==> src/rtl/matt_pkg.sv <==
`default_nettype none
// -----------------------------------------------------------------------------
// Multi-alarm timer table package
// Shared sizes, codes and the layout of one table entry.
// -----------------------------------------------------------------------------
package matt_pkg;

  localparam int NumTimers = 16;
  localparam int IdxBits   = $clog2(NumTimers);
  localparam int CntBits   = $clog2(NumTimers + 1);
  localparam int TimeBits  = 32;
  localparam int IdBits    = 32;

  typedef logic [TimeBits-1:0] time_t;
  typedef logic [IdBits-1:0]   id_t;
  typedef logic [IdxBits-1:0]  idx_t;

  localparam time_t TimeMax = '1;

  typedef enum logic [1:0] {
    CmdSet    = 2'd0,
    CmdDelete = 2'd1,
    CmdExpire = 2'd2
  } cmd_e;

  typedef enum logic [2:0] {
    KindStored  = 3'd0,
    KindFull    = 3'd1,
    KindRemoved = 3'd2,
    KindFired   = 3'd3,
    KindDone    = 3'd4
  } result_kind_e;

  typedef enum logic [1:0] {
    StIdle,
    StScan,
    StDone
  } state_e;

  // One row of the entry memory.
  typedef struct packed {
    id_t   owner;
    time_t period;
    time_t remaining;
  } entry_t;

  // One result transaction as it sits in the output register.
  typedef struct packed {
    result_kind_e kind;
    idx_t         index;
    id_t          fired_id;
    logic         prog;
    time_t        value;
    logic         last;
  } result_t;

endpackage
`default_nettype wire

==> src/rtl/matt_ram.sv <==
`default_nettype none
// -----------------------------------------------------------------------------
// Simple dual-port RAM
// One write port and one read port; read data is registered.
// -----------------------------------------------------------------------------
module matt_ram #(
  parameter int Width = 8,
  parameter int Depth = 16
) (
  input  wire                     clk_i,
  input  wire                     we_i,
  input  wire [$clog2(Depth)-1:0] waddr_i,
  input  wire [Width-1:0]         wdata_i,
  input  wire                     re_i,
  input  wire [$clog2(Depth)-1:0] raddr_i,
  output logic [Width-1:0]        rdata_o
);

  logic [Width-1:0] mem_q [Depth];

  always_ff @(posedge clk_i) begin
    if (we_i) begin
      mem_q[waddr_i] <= wdata_i;
    end
  end

  always_ff @(posedge clk_i) begin
    if (re_i) begin
      rdata_o <= mem_q[raddr_i];
    end
  end

endmodule
`default_nettype wire

==> src/rtl/multi_alarm_timer_table_top.sv <==
`default_nettype none
// -----------------------------------------------------------------------------
// Multi-alarm timer table
// Alarm entries in a RAM, armed bits in flops, and a sequencer that serves
// set, delete and expiry commands and reports fired alarms and the new sleep.
// -----------------------------------------------------------------------------
// Channel   Direction  Handshake                    Payload
// command   in         start & !busy                cmd, timer_id, start_delay,
//                                                   period, handle
// result    out        result_valid_o (one cycle)   result_kind, entry_index,
//                                                   fired_id, program_alarm,
//                                                   alarm_value, last
//
// For set and delete, the result appears in the next cycle and a new command
// is taken in that same cycle. An expiry keeps busy high until its summary is
// registered: the sequencer reads one entry per cycle from the single read port
// of the entry RAM and writes back each kept entry in the next cycle.
// Reset clears all armed bits at once, so no clearing pass is needed.
// Results cannot be stalled; each is shown for exactly one cycle.
// -----------------------------------------------------------------------------
module multi_alarm_timer_table_top
  import matt_pkg::*;
(
  input  wire         clk_i,
  input  wire         rst_ni,
  input  wire         start,
  output logic        busy,
  input  wire  [1:0]  cmd_i,
  input  wire  [31:0] timer_id_i,
  input  wire  [31:0] start_delay_i,
  input  wire  [31:0] period_i,
  input  wire  [3:0]  handle_i,
  output logic        result_valid_o,
  output logic [2:0]  result_kind_o,
  output logic [3:0]  entry_index_o,
  output logic [31:0] fired_id_o,
  output logic        program_alarm_o,
  output logic [31:0] alarm_value_o,
  output logic        last_o
);

  state_e                 state_q, state_d;
  logic [NumTimers-1:0]   armed_q, armed_d;
  time_t                  sleep_q, sleep_d;
  time_t                  next_q, next_d;
  logic [CntBits-1:0]     cnt_q, cnt_d;
  logic                   pipe_vld_q, pipe_vld_d;
  idx_t                   pipe_idx_q, pipe_idx_d;
  logic                   out_vld_q, out_vld_d;
  result_t                out_q, out_d;

  logic                   mem_we, rd_en;
  idx_t                   mem_waddr;
  entry_t                 mem_wdata, rdata;

  logic                   have_free;
  idx_t                   free_slot;
  time_t                  cand;
  logic                   keep;

  matt_ram #(
    .Width($bits(entry_t)),
    .Depth(NumTimers)
  ) u_ram (
    .clk_i  (clk_i),
    .we_i   (mem_we),
    .waddr_i(mem_waddr),
    .wdata_i(mem_wdata),
    .re_i   (rd_en),
    .raddr_i(cnt_q[IdxBits-1:0]),
    .rdata_o(rdata)
  );

  // Lowest free entry.
  always_comb begin
    have_free = 1'b0;
    free_slot = '0;
    for (int i = NumTimers - 1; i >= 0; i--) begin
      if (!armed_q[i]) begin
        have_free = 1'b1;
        free_slot = IdxBits'(i);
      end
    end
  end

  assign busy = (state_q != StIdle);

  always_comb begin
    state_d    = state_q;
    armed_d    = armed_q;
    sleep_d    = sleep_q;
    next_d     = next_q;
    cnt_d      = cnt_q;
    pipe_vld_d = 1'b0;
    pipe_idx_d = cnt_q[IdxBits-1:0];
    out_vld_d  = 1'b0;
    out_d      = '0;
    mem_we     = 1'b0;
    mem_waddr  = pipe_idx_q;
    mem_wdata  = rdata;
    rd_en      = 1'b0;
    cand       = rdata.period;
    keep       = 1'b0;

    unique case (state_q)
      StIdle: begin
        if (start) begin
          unique case (cmd_e'(cmd_i))
            CmdSet: begin
              out_vld_d  = 1'b1;
              out_d.last = 1'b1;
              if (have_free) begin
                armed_d[free_slot] = 1'b1;
                mem_we      = 1'b1;
                mem_waddr   = free_slot;
                mem_wdata   = '{owner: timer_id_i, period: period_i,
                                remaining: start_delay_i};
                out_d.kind  = KindStored;
                out_d.index = free_slot;
                if (sleep_q > start_delay_i) begin
                  sleep_d     = start_delay_i;
                  out_d.prog  = 1'b1;
                  out_d.value = start_delay_i;
                end
              end else begin
                out_d.kind = KindFull;
              end
            end
            CmdDelete: begin
              if (32'(handle_i) < NumTimers) begin
                armed_d[handle_i[IdxBits-1:0]] = 1'b0;
              end
              out_vld_d   = 1'b1;
              out_d.kind  = KindRemoved;
              out_d.index = handle_i;
              out_d.last  = 1'b1;
            end
            CmdExpire: begin
              state_d = StScan;
              cnt_d   = '0;
              next_d  = TimeMax;
            end
            default: ;
          endcase
        end
      end

      StScan: begin
        // Issue stage: read the next entry.
        if (cnt_q < CntBits'(NumTimers)) begin
          rd_en      = 1'b1;
          pipe_vld_d = 1'b1;
          cnt_d      = cnt_q + CntBits'(1);
        end else begin
          state_d = StDone;
        end
        // Update stage: the entry read in the previous cycle.
        if (pipe_vld_q && armed_q[pipe_idx_q]) begin
          if (rdata.remaining <= sleep_q) begin
            out_vld_d      = 1'b1;
            out_d.kind     = KindFired;
            out_d.index    = pipe_idx_q;
            out_d.fired_id = rdata.owner;
            if (rdata.period == '0) begin
              armed_d[pipe_idx_q] = 1'b0;
            end else begin
              mem_we              = 1'b1;
              mem_wdata.remaining = rdata.period;
              cand                = rdata.period;
              keep                = 1'b1;
            end
          end else begin
            mem_we              = 1'b1;
            mem_wdata.remaining = rdata.remaining - sleep_q;
            cand                = rdata.remaining - sleep_q;
            keep                = 1'b1;
          end
          if (keep && (cand < next_q)) begin
            next_d = cand;
          end
        end
      end

      StDone: begin
        sleep_d     = next_q;
        out_vld_d   = 1'b1;
        out_d.kind  = KindDone;
        out_d.prog  = 1'b1;
        out_d.value = next_q;
        out_d.last  = 1'b1;
        state_d     = StIdle;
      end

      default: state_d = StIdle;
    endcase
  end

  always_ff @(posedge clk_i or negedge rst_ni) begin
    if (!rst_ni) begin
      state_q <= StIdle;
    end else begin
      state_q <= state_d;
    end
  end

  always_ff @(posedge clk_i or negedge rst_ni) begin
    if (!rst_ni) begin
      armed_q    <= '0;
      sleep_q    <= TimeMax;
      cnt_q      <= '0;
      pipe_vld_q <= 1'b0;
      out_vld_q  <= 1'b0;
    end else begin
      armed_q    <= armed_d;
      sleep_q    <= sleep_d;
      cnt_q      <= cnt_d;
      pipe_vld_q <= pipe_vld_d;
      out_vld_q  <= out_vld_d;
    end
  end

  always_ff @(posedge clk_i) begin
    next_q     <= next_d;
    pipe_idx_q <= pipe_idx_d;
    out_q      <= out_d;
  end

  assign result_valid_o  = out_vld_q;
  assign result_kind_o   = out_q.kind;
  assign entry_index_o   = out_q.index;
  assign fired_id_o      = out_q.fired_id;
  assign program_alarm_o = out_q.prog;
  assign alarm_value_o   = out_q.value;
  assign last_o          = out_q.last;

  // The write-back never targets the entry being read in the same cycle.
  a_no_rw_overlap: assert property (@(posedge clk_i) disable iff (!rst_ni)
    (rd_en && pipe_vld_q) |-> (pipe_idx_q != cnt_q[IdxBits-1:0]))
    else $error("read and write-back hit the same entry");

  // Only fired-alarm transactions are not the final one of a command.
  a_last_kind: assert property (@(posedge clk_i) disable iff (!rst_ni)
    (out_vld_q && (out_q.kind != KindFired)) |-> out_q.last)
    else $error("non-fire result without last");

  // The closing state always produces the summary transaction and goes idle.
  a_done_summary: assert property (@(posedge clk_i) disable iff (!rst_ni)
    (state_q == StDone) |=> (state_q == StIdle && out_vld_q && out_q.kind == KindDone))
    else $error("expiry summary missing");

  a_cnt_range: assert property (@(posedge clk_i) disable iff (!rst_ni)
    cnt_q <= CntBits'(NumTimers))
    else $error("scan counter out of range");

endmodule
`default_nettype wire
==> config.mk <==
export PLATFORM = sky130hd
export DESIGN_NAME = multi_alarm_timer_table_top
export DESIGN_NICKNAME = d
export VERILOG_FILES = /design/src/rtl/matt_pkg.sv /design/src/rtl/matt_ram.sv /design/src/rtl/multi_alarm_timer_table_top.sv
export SDC_FILE = /design/constraint.sdc
export NUM_CORES = 2
export LEC_CHECK = 0
export ABC_CLOCK_PERIOD_IN_PS = 8300
export BUFFER_PORTS_ARGS = -buffer_cell sky130_fd_sc_hd__buf_2
export CAP_MARGIN = 20
export CORE_MARGIN = 5
export CORE_UTILIZATION = 62
export DETAILED_ROUTE_END_ITERATION = 8
export PLACE_DENSITY = 0.79
export SLEW_MARGIN = 20
export SYNTH_ARGS = -nofsm -noshare
export SYNTH_HDL_FRONTEND = slang
export SYNTH_SLANG_ARGS = --single-unit
export TNS_END_PERCENT = 50
==> constraint.sdc <==
create_clock -name clk_i -period 8.3 [get_ports clk_i]
set_clock_uncertainty 0.15 [all_clocks]
set_input_delay 0.83 -clock clk_i [delete_from_list [all_inputs] [get_ports clk_i]]
set_output_delay 0.83 -clock clk_i [all_outputs]
set_load 0.05 [all_outputs]
==> After elaboration in Yosys (flattened, before gate mapping) <==
Memories as Yosys holds them, arrays and structs flattened. A register that Yosys moved wholly into a read port is not among the register bits.
Cells that the tools add are included.
W data, S select, Z words.
{ "classes": {"n_addsub": 2, "multipliers": 0, "div": 0, "magnitude_cmp": 10, "eq_ne": 17, "shift": 0, "muxes": 111, "n_bitwise": 5, "reduce_logical": 18} }
{ "ops": {"columns": ["op", "n"], "rows": [
  ["$mux W32", 14],
  ["$mux W96", 3],
  ["$pmux W32 S2", 3],
  ["$mux W33", 3],
  ["$mux W4", 21],
  ["$mux W16", 5],
  ["$mux W38", 2],
  ["$pmux W34 S2", 1],
  ["$mux W64", 1],
  ["$pmux W16 S2", 2],
  ["$mux W1", 37],
  ["$mux W34", 1],
  ["$and A16 B16 Y16", 2],
  ["$gt A32 B32 Y1", 1],
  ["$le A32 B32 Y1", 1],
  ["$logic_not A32 Y1", 1],
  ["$lt A32 B32 Y1", 1],
  ["$not A16 Y16", 2],
  ["$sub A32 B32 Y32", 1],
  ["$ne A2 B2 Y1 const B", 9],
  ["$or A16 B16 Y16", 1],
  ["$lt A4 B5 Y1 const B", 3],
  ["$mux W5", 3],
  ["$demux W1 S4", 3],
  ["other kinds (26)", 42]
]} }
{ "totals": {"regBits": 166, "latchBits": 0, "mem_bits_rw": 1536, "romBits": 0, "in_bits": 105, "output_inout_bits": 75, "n_memories": 1} }
{ "memory_table": {"columns": ["memory", "depth", "word_bits", "read_ports", "rd_ports_with_merged_regs", "write_ports", "line", "source"], "rows": [
  ["u_ram.mem_q", 16, 96, 1, 1, 1, "matt_ram.sv:19", "logic [Width-1:0] mem_q [Depth];"]
]} }

==> Longest topological paths before layout <==
{ "logic_depth": {"ltp_word": 25, "ltp_mapped": 23, "ltp_nobuf": 21} }

==> By module <==
From an unflattened synthesis, not the netlist that was laid out.
{ "hier_totals": {"hier_cells": 4074, "area_unflattened_um2": 72610.9} }
{ "modules_own_cells": {"columns": ["module", "n_inst", "cells_each", "area_per_inst_um2", "seq_area_each_um2"], "rows": [
  ["matt_ram", 1, 2460, 60316.6, 49007.0],
  ["multi_alarm_timer_table_top", 1, 1614, 12294.3, 3968.8]
]} }

==> Least setup slack after synthesis <==
No wires, ideal clock.
{ "synth_path": {"path_type": "reg-to-reg", "startpoint": "reg sleep_q[10]", "endpoint": "mem u_ram.mem_q[15][0] in the netlist's numbering (enable)", "setup_time_ns": 0.551, "t_arrival_ns": 6.549, "required_time_ns": 7.599, "slack_ns": 1.049, "path_stages_with_launch": 12, "path_buffers": 1, "cell_sequence": "dfstp_2 -> inv_1 -> ha_1 -> buf_6 -> and4_4 -> and3_1 -> o22ai_1 -> a211oi_2 -> nor3_4 -> a21o_1 -> or3b_1 -> nor2_1"} }
{ "synth_via": {"elab_chain_cells": 6} }
{ "synth_lines": {"columns": ["element", "line", "source"], "rows": [
  ["start: declaration", "multi_alarm_timer_table_top.sv:44", "time_t sleep_q, sleep_d;"],
  ["start signal: assignment", "multi_alarm_timer_table_top.sv:209", "sleep_q <= TimeMax;"],
  ["start signal: assignment", "multi_alarm_timer_table_top.sv:215", "sleep_q <= sleep_d;"],
  ["$le A32 B32 Y1", "multi_alarm_timer_table_top.sv:159", "if (rdata.remaining <= sleep_q) begin"],
  ["$mux W1", "multi_alarm_timer_table_top.sv:159", null],
  ["$mux W1", "multi_alarm_timer_table_top.sv:158", "if (pipe_vld_q && armed_q[pipe_idx_q]) begin"],
  ["$pmux W1 S2", "multi_alarm_timer_table_top.sv:105", "unique case (state_q)"],
  ["$mux W1", "matt_ram.sv:22", "if (we_i) begin"],
  ["$mux W1 (not written as such)", "matt_ram.sv:23", "mem_q[waddr_i] <= wdata_i;"],
  ["end: declaration", "matt_ram.sv:19", null]
]} }
No other way between the ends.

==> Worst setup path in the final report <==
{ "layout_path": {"startpoint": "reg sleep_q[25]", "endpoint": "reg next_q[29] (enable)"} }
{ "layout_via": {"elab_chain_cells": 8, "word_cells_on_any_way": 12, "classes_between": "add/sub: 1; order compare: 2; eq/ne: 1; mux: 6; reduce/logical: 2"} }
{ "layout_lines": {"columns": ["element", "line", "source"], "rows": [
  ["$sub A32 B32 Y32 or $le A32 B32 Y1 (tied branches)", "multi_alarm_timer_table_top.sv:175, multi_alarm_timer_table_top.sv:159", null],
  ["$mux W32", "multi_alarm_timer_table_top.sv:159", null],
  ["$mux W32", "multi_alarm_timer_table_top.sv:158", null],
  ["$mux W32", "multi_alarm_timer_table_top.sv:105", null],
  ["$lt A32 B32 Y1", "multi_alarm_timer_table_top.sv:178", "if (keep && (cand < next_q)) begin"],
  ["$logic_and A1 B1 Y1 (*)", "multi_alarm_timer_table_top.sv:178", null],
  ["$ne A2 B2 Y1 (no source line) (*)", null, null],
  ["$reduce_and A5 Y1 (no source line) (*)", null, null],
  ["end signal: assignment", "multi_alarm_timer_table_top.sv:223", "next_q <= next_d;"],
  ["end: declaration", "multi_alarm_timer_table_top.sv:45", "time_t next_q, next_d;"]
]} }
Mark *: on every way between the ends. The rest lies on a longest branch, timed or not. The select of a mux whose other input is x is not followed.
A chain may end at the register's enable or synchronous reset.

==> results by group <==
Pwr
  • VDD IR max: ~0.00027 V
  • Final Power: approximately 31 mW
  • Pwr Density: 385 nW/um2
  • Leakage: approximately 27 nW

Clocking
  • # clock sinks: 1798
  • CTS tree: yes
  • TritonCTS Buffers: 172
  • Clk slew on worst S/H paths: 0.06 ns
  • Resize count post-CTS: 0
  • Hold buffer count at CTS: 0
  • CTS HTree Levels: 4
  • Root buffer cell: clkbuf_16
  • CTS Buffer Depth: 3
  • # Post-CTS Setup Buffers: 0
  • Clock latency on the worst-skew pair: 0.78 ns

Floorplan
  • Die area: roughly 120000 um2
  • Core area: 116000 um2
  • Die width: 352 um
  • Starting Density: 62.4%
  • Die Y-Extent: 352 um
  • Core Rows: 125
  • IO Count: 180

Yosys
  • Adder-cell share of the synthesized area: 1.68%
  • Top_reg_cell synth: edfxtp_1
  • Largest family of logic cells by synthesized area: multiplexers
  • Cells after synthesis: roughly 3800
  • Post-synth EDFFs: 1664
  • Syn Area/Cell: between 15 and 20 um2
  • Mux share of post-synthesis cell area: 15.2%
  • Synth Register Bits: between 1500 and 2000
  • Synth async-reset ratio: 3.17%
  • Mapped Area: approximately 72000 um2
  • Post-synth cell types: 87
  • Post-synthesis sequential area ratio: 73.1%
  • XOR/XNOR share of the synthesized area: 0.350%
  • Ys Warns: 0
  • Simple-gate share of the synthesized area: 4.01%
  • Syn_nets: 3959
  • Synth Area in Compound Gates: 4.00%

GRT
  • Vias in the first global route: 40600
  • Gr ovfl total: 0
  • Initial antenna violation count: 15
  • GRT Overall Usage: 31.8%
  • Largest net degree at the start of global routing: 141
  • First-pass GRT wire length: between 200 and 300 mm

Layout
  • Final Net Count: 4207
  • Area Overhead vs Synth: 11.8%
  • Finished Cell Area: 81100 um2
  • Layout cell share with drive strength beyond 1: 27.3%
  • Sequential cell area: 53000 um2
  • Area taken by multi-input logic gates: 18500 um2
  • Final core occ: 69.8%
  • Fillers: slightly below 7000

Worst setup path
  • R2R cell count: 20
  • Kind of critical path: reg2reg
  • RR Startpoint: sleep_q[25]
  • Endpoint type of the worst setup path: register
  • R2R Setup Slk: between 1.5 and 2 ns
  • Crit path max fanout: 31
  • Reg-to-reg endpoint: next_q[29]
  • Critical Path RT: between 8 and 9 ns
  • Crit path arrival time: slightly below 7 ns
  • CP startpoint: sleep_q[25]
  • Critical path capture point: next_q[29]
  • Crit path launch type: register

Timing
  • FMAX: 0.152 GHz
  • Tmin final: 6.59 ns
  • RSZ-0062 raised after global routing: false
  • Worst setup margin: 1.71 ns
  • Slew headroom: 24.2%
  • Fin. Hold Viols: 0
  • Worst slew pin tran: 1.14 ns
  • Fin Setup TNS: 0 ns
  • Slew Limit Fails: 0
  • Fin crit share: 79.4%
  • Final setup viols: 0

Detailed routing
  • Wire length per cell: 34.6 um
  • 1st-pass router iterations: 6
  • DRT iter0 DRCs: 5633
  • Routed vias: between 40000 and 50000
  • DRT Wirelength: 196 mm
  • ANT nets after route: 0
  • DRC viols: 0
  • Vias per cell: 7.05

Place
  • Pre-CTS setup slack: between 1.5 and 2 ns
  • HPWL Detailed: slightly above 100 mm
  • Placer Congestion: 0.978
  • DP Area: 75600 um2
  • Port bufs: 179

Job
  • MaxCap Viol Count: 0

Worst hold path
  • Min-delay worst type: in2async

Outcome
  • Outcome: completed
==> per-layer routing <==
layer / routed length [um] / vias up / GRT usage [%]
met3: 22600 / 431 / 7.32
met2: 95500 / 3023 / 51.0
met1: 71300 / 20800 / 44.3
li1: - / 15800 / -
met5: 81 / - / 0
met4: 6950 / 6 / 10.4
==> area by class of cell <==
type                    instances  share of cell area, %
diodes                          9                 0.0278
clock buffers                 232                   5.85
clock inverters                87                  0.795
inverters                     112                  0.519
multi-input cells            1660                   22.8
flip-flops and latches       1798                   65.4
well taps                    1524                   2.35
repair buffers                261                   2.26
==> stage by stage <==
step | hold WS [ns] | std cells
after detailed placement | 0.319 | 5353
final | 0.118 | 5683
after global routing | 0.154 | 5679
after global placement | 0.308 | 5353
after floorplan | 0.195 | 3757
after CTS | 0.0829 | 5672
==> critical path, cell delays in order (launching register included) <==
cell and delay [ns]:
dfstp_2 0.54, inv_1 0.08, ha_1 0.37, a21oi_1 0.21, o21ai_0 0.20, a211oi_1 0.61, a21oi_2 0.21, nor2_4 0.67
buf_4 0.43, nand2_1 0.10, nand2_1 0.11, ha_1 0.24, a21o_1 0.15, a21o_1 0.17, a21o_1 0.17, a211oi_1 0.28
o21bai_1 0.12, a21oi_1 0.23, o22ai_1 0.13, nor3_2 0.77, buf_12 0.28
==> report_power, final <==
part	leakage (nW)	switching, mW	total [mW]	internal (mW)
clock network	2.65	3.42	7.58	4.16
registers	16.3	0.834	13.2	12.3
logic	8.08	6.41	10.5	4.11
==> Yosys cell counts, drive strengths merged, types with 16 or more instances <==
cell type  count  area (um2)
a21o          34         255
a21oi         83         427
a22o          38         333
a31o          32         280
and2          43         269
buf           66         325
clkbuf       121         454
dfrtp         25         626
dfstp         32         841
dfxtp         77        1540
edfxtp      1664       50000
ha            96        1200
inv          112         420
mux4         483       10900
nand2        312        1170
nand2b        16         100
nand3         27         135
nand4         21         144
nor2          93         352
nor3          38         216
nor4          16         100
o21ai         70         350
or2           19         121
==> cells by family (layout without fill, tap and decap cells) <==
logic type / Yosys count / after routing
DFF: 1798 / 1798
and+or+nand+nor: 628 / 628
muxes: 497 / 497
AOI/OAI and AO/OA: 409 / 409
buffers and inverters: 299 / 692
adders and majority gates: 97 / 97
xor gates and xnor gates: 29 / 29
other: 0 / 9
==> cell usage in the layout, fill, tap and decap left out, types with 11 or more instances in the layout <==
cell / n
dfrtp_1: 21
and2_1: 43
nor4_1: 16
nand2b_1: 16
mux4_2: 483
buf_2: 180
a22o_1: 38
xor2_1: 14
buf_12: 24
or2_2: 15
a21oi_1: 79
o211ai_1: 14
a31o_2: 32
a31oi_1: 14
inv_1: 112
nor2_4: 19
dfstp_2: 32
a21o_1: 34
buf_4: 56
dfxtp_1: 77
edfxtp_1: 1664
o21ai_0: 65
clkbuf_1: 43
clkbuf_16: 178
clkinv_1: 28
a22oi_1: 11
xnor2_1: 15
clkinv_2: 34
ha_1: 96
nand3_1: 26
nand4_1: 19
nor2_1: 71
nor3_1: 33
nor2b_1: 13
nand2_1: 311
==> worst min-delay path by stage <==
stage,from,endpoint,slack (ns),cells past startpoint
3_5_place_dp,u_ram.rdata_o[76],fired_id_o[12],0.32,1
3_3_place_gp,u_ram.rdata_o[76],fired_id_o[12],0.31,1
2_1_floorplan,cnt_q[2],pipe_idx_q[2],0.20,0
4_1_cts,rst_ni,armed_q[9],0.08,2
5_1_grt,rst_ni,armed_q[8],0.15,2
6_report,rst_ni,cnt_q[0],0.12,2
==> registers in the layout, indices dropped and copies added (netlist names) <==
| name | count |
|---|---|
| u_ram.mem_q | 1536 |
| alarm_value_o | 32 |
| program_alarm_o | 1 |
| pipe_idx_q | 4 |
| fired_id_o | 32 |
| next_q | 32 |
| armed_q | 16 |
| pipe_vld_q | 1 |
| result_valid_o | 1 |
| last_o | 1 |
| entry_index_o | 4 |
| u_ram.rdata_o | 96 |
| result_kind_o | 3 |
| cnt_q | 5 |
| sleep_q | 32 |
| state_q | 2 |
Power figures use the tool's default switching activity.
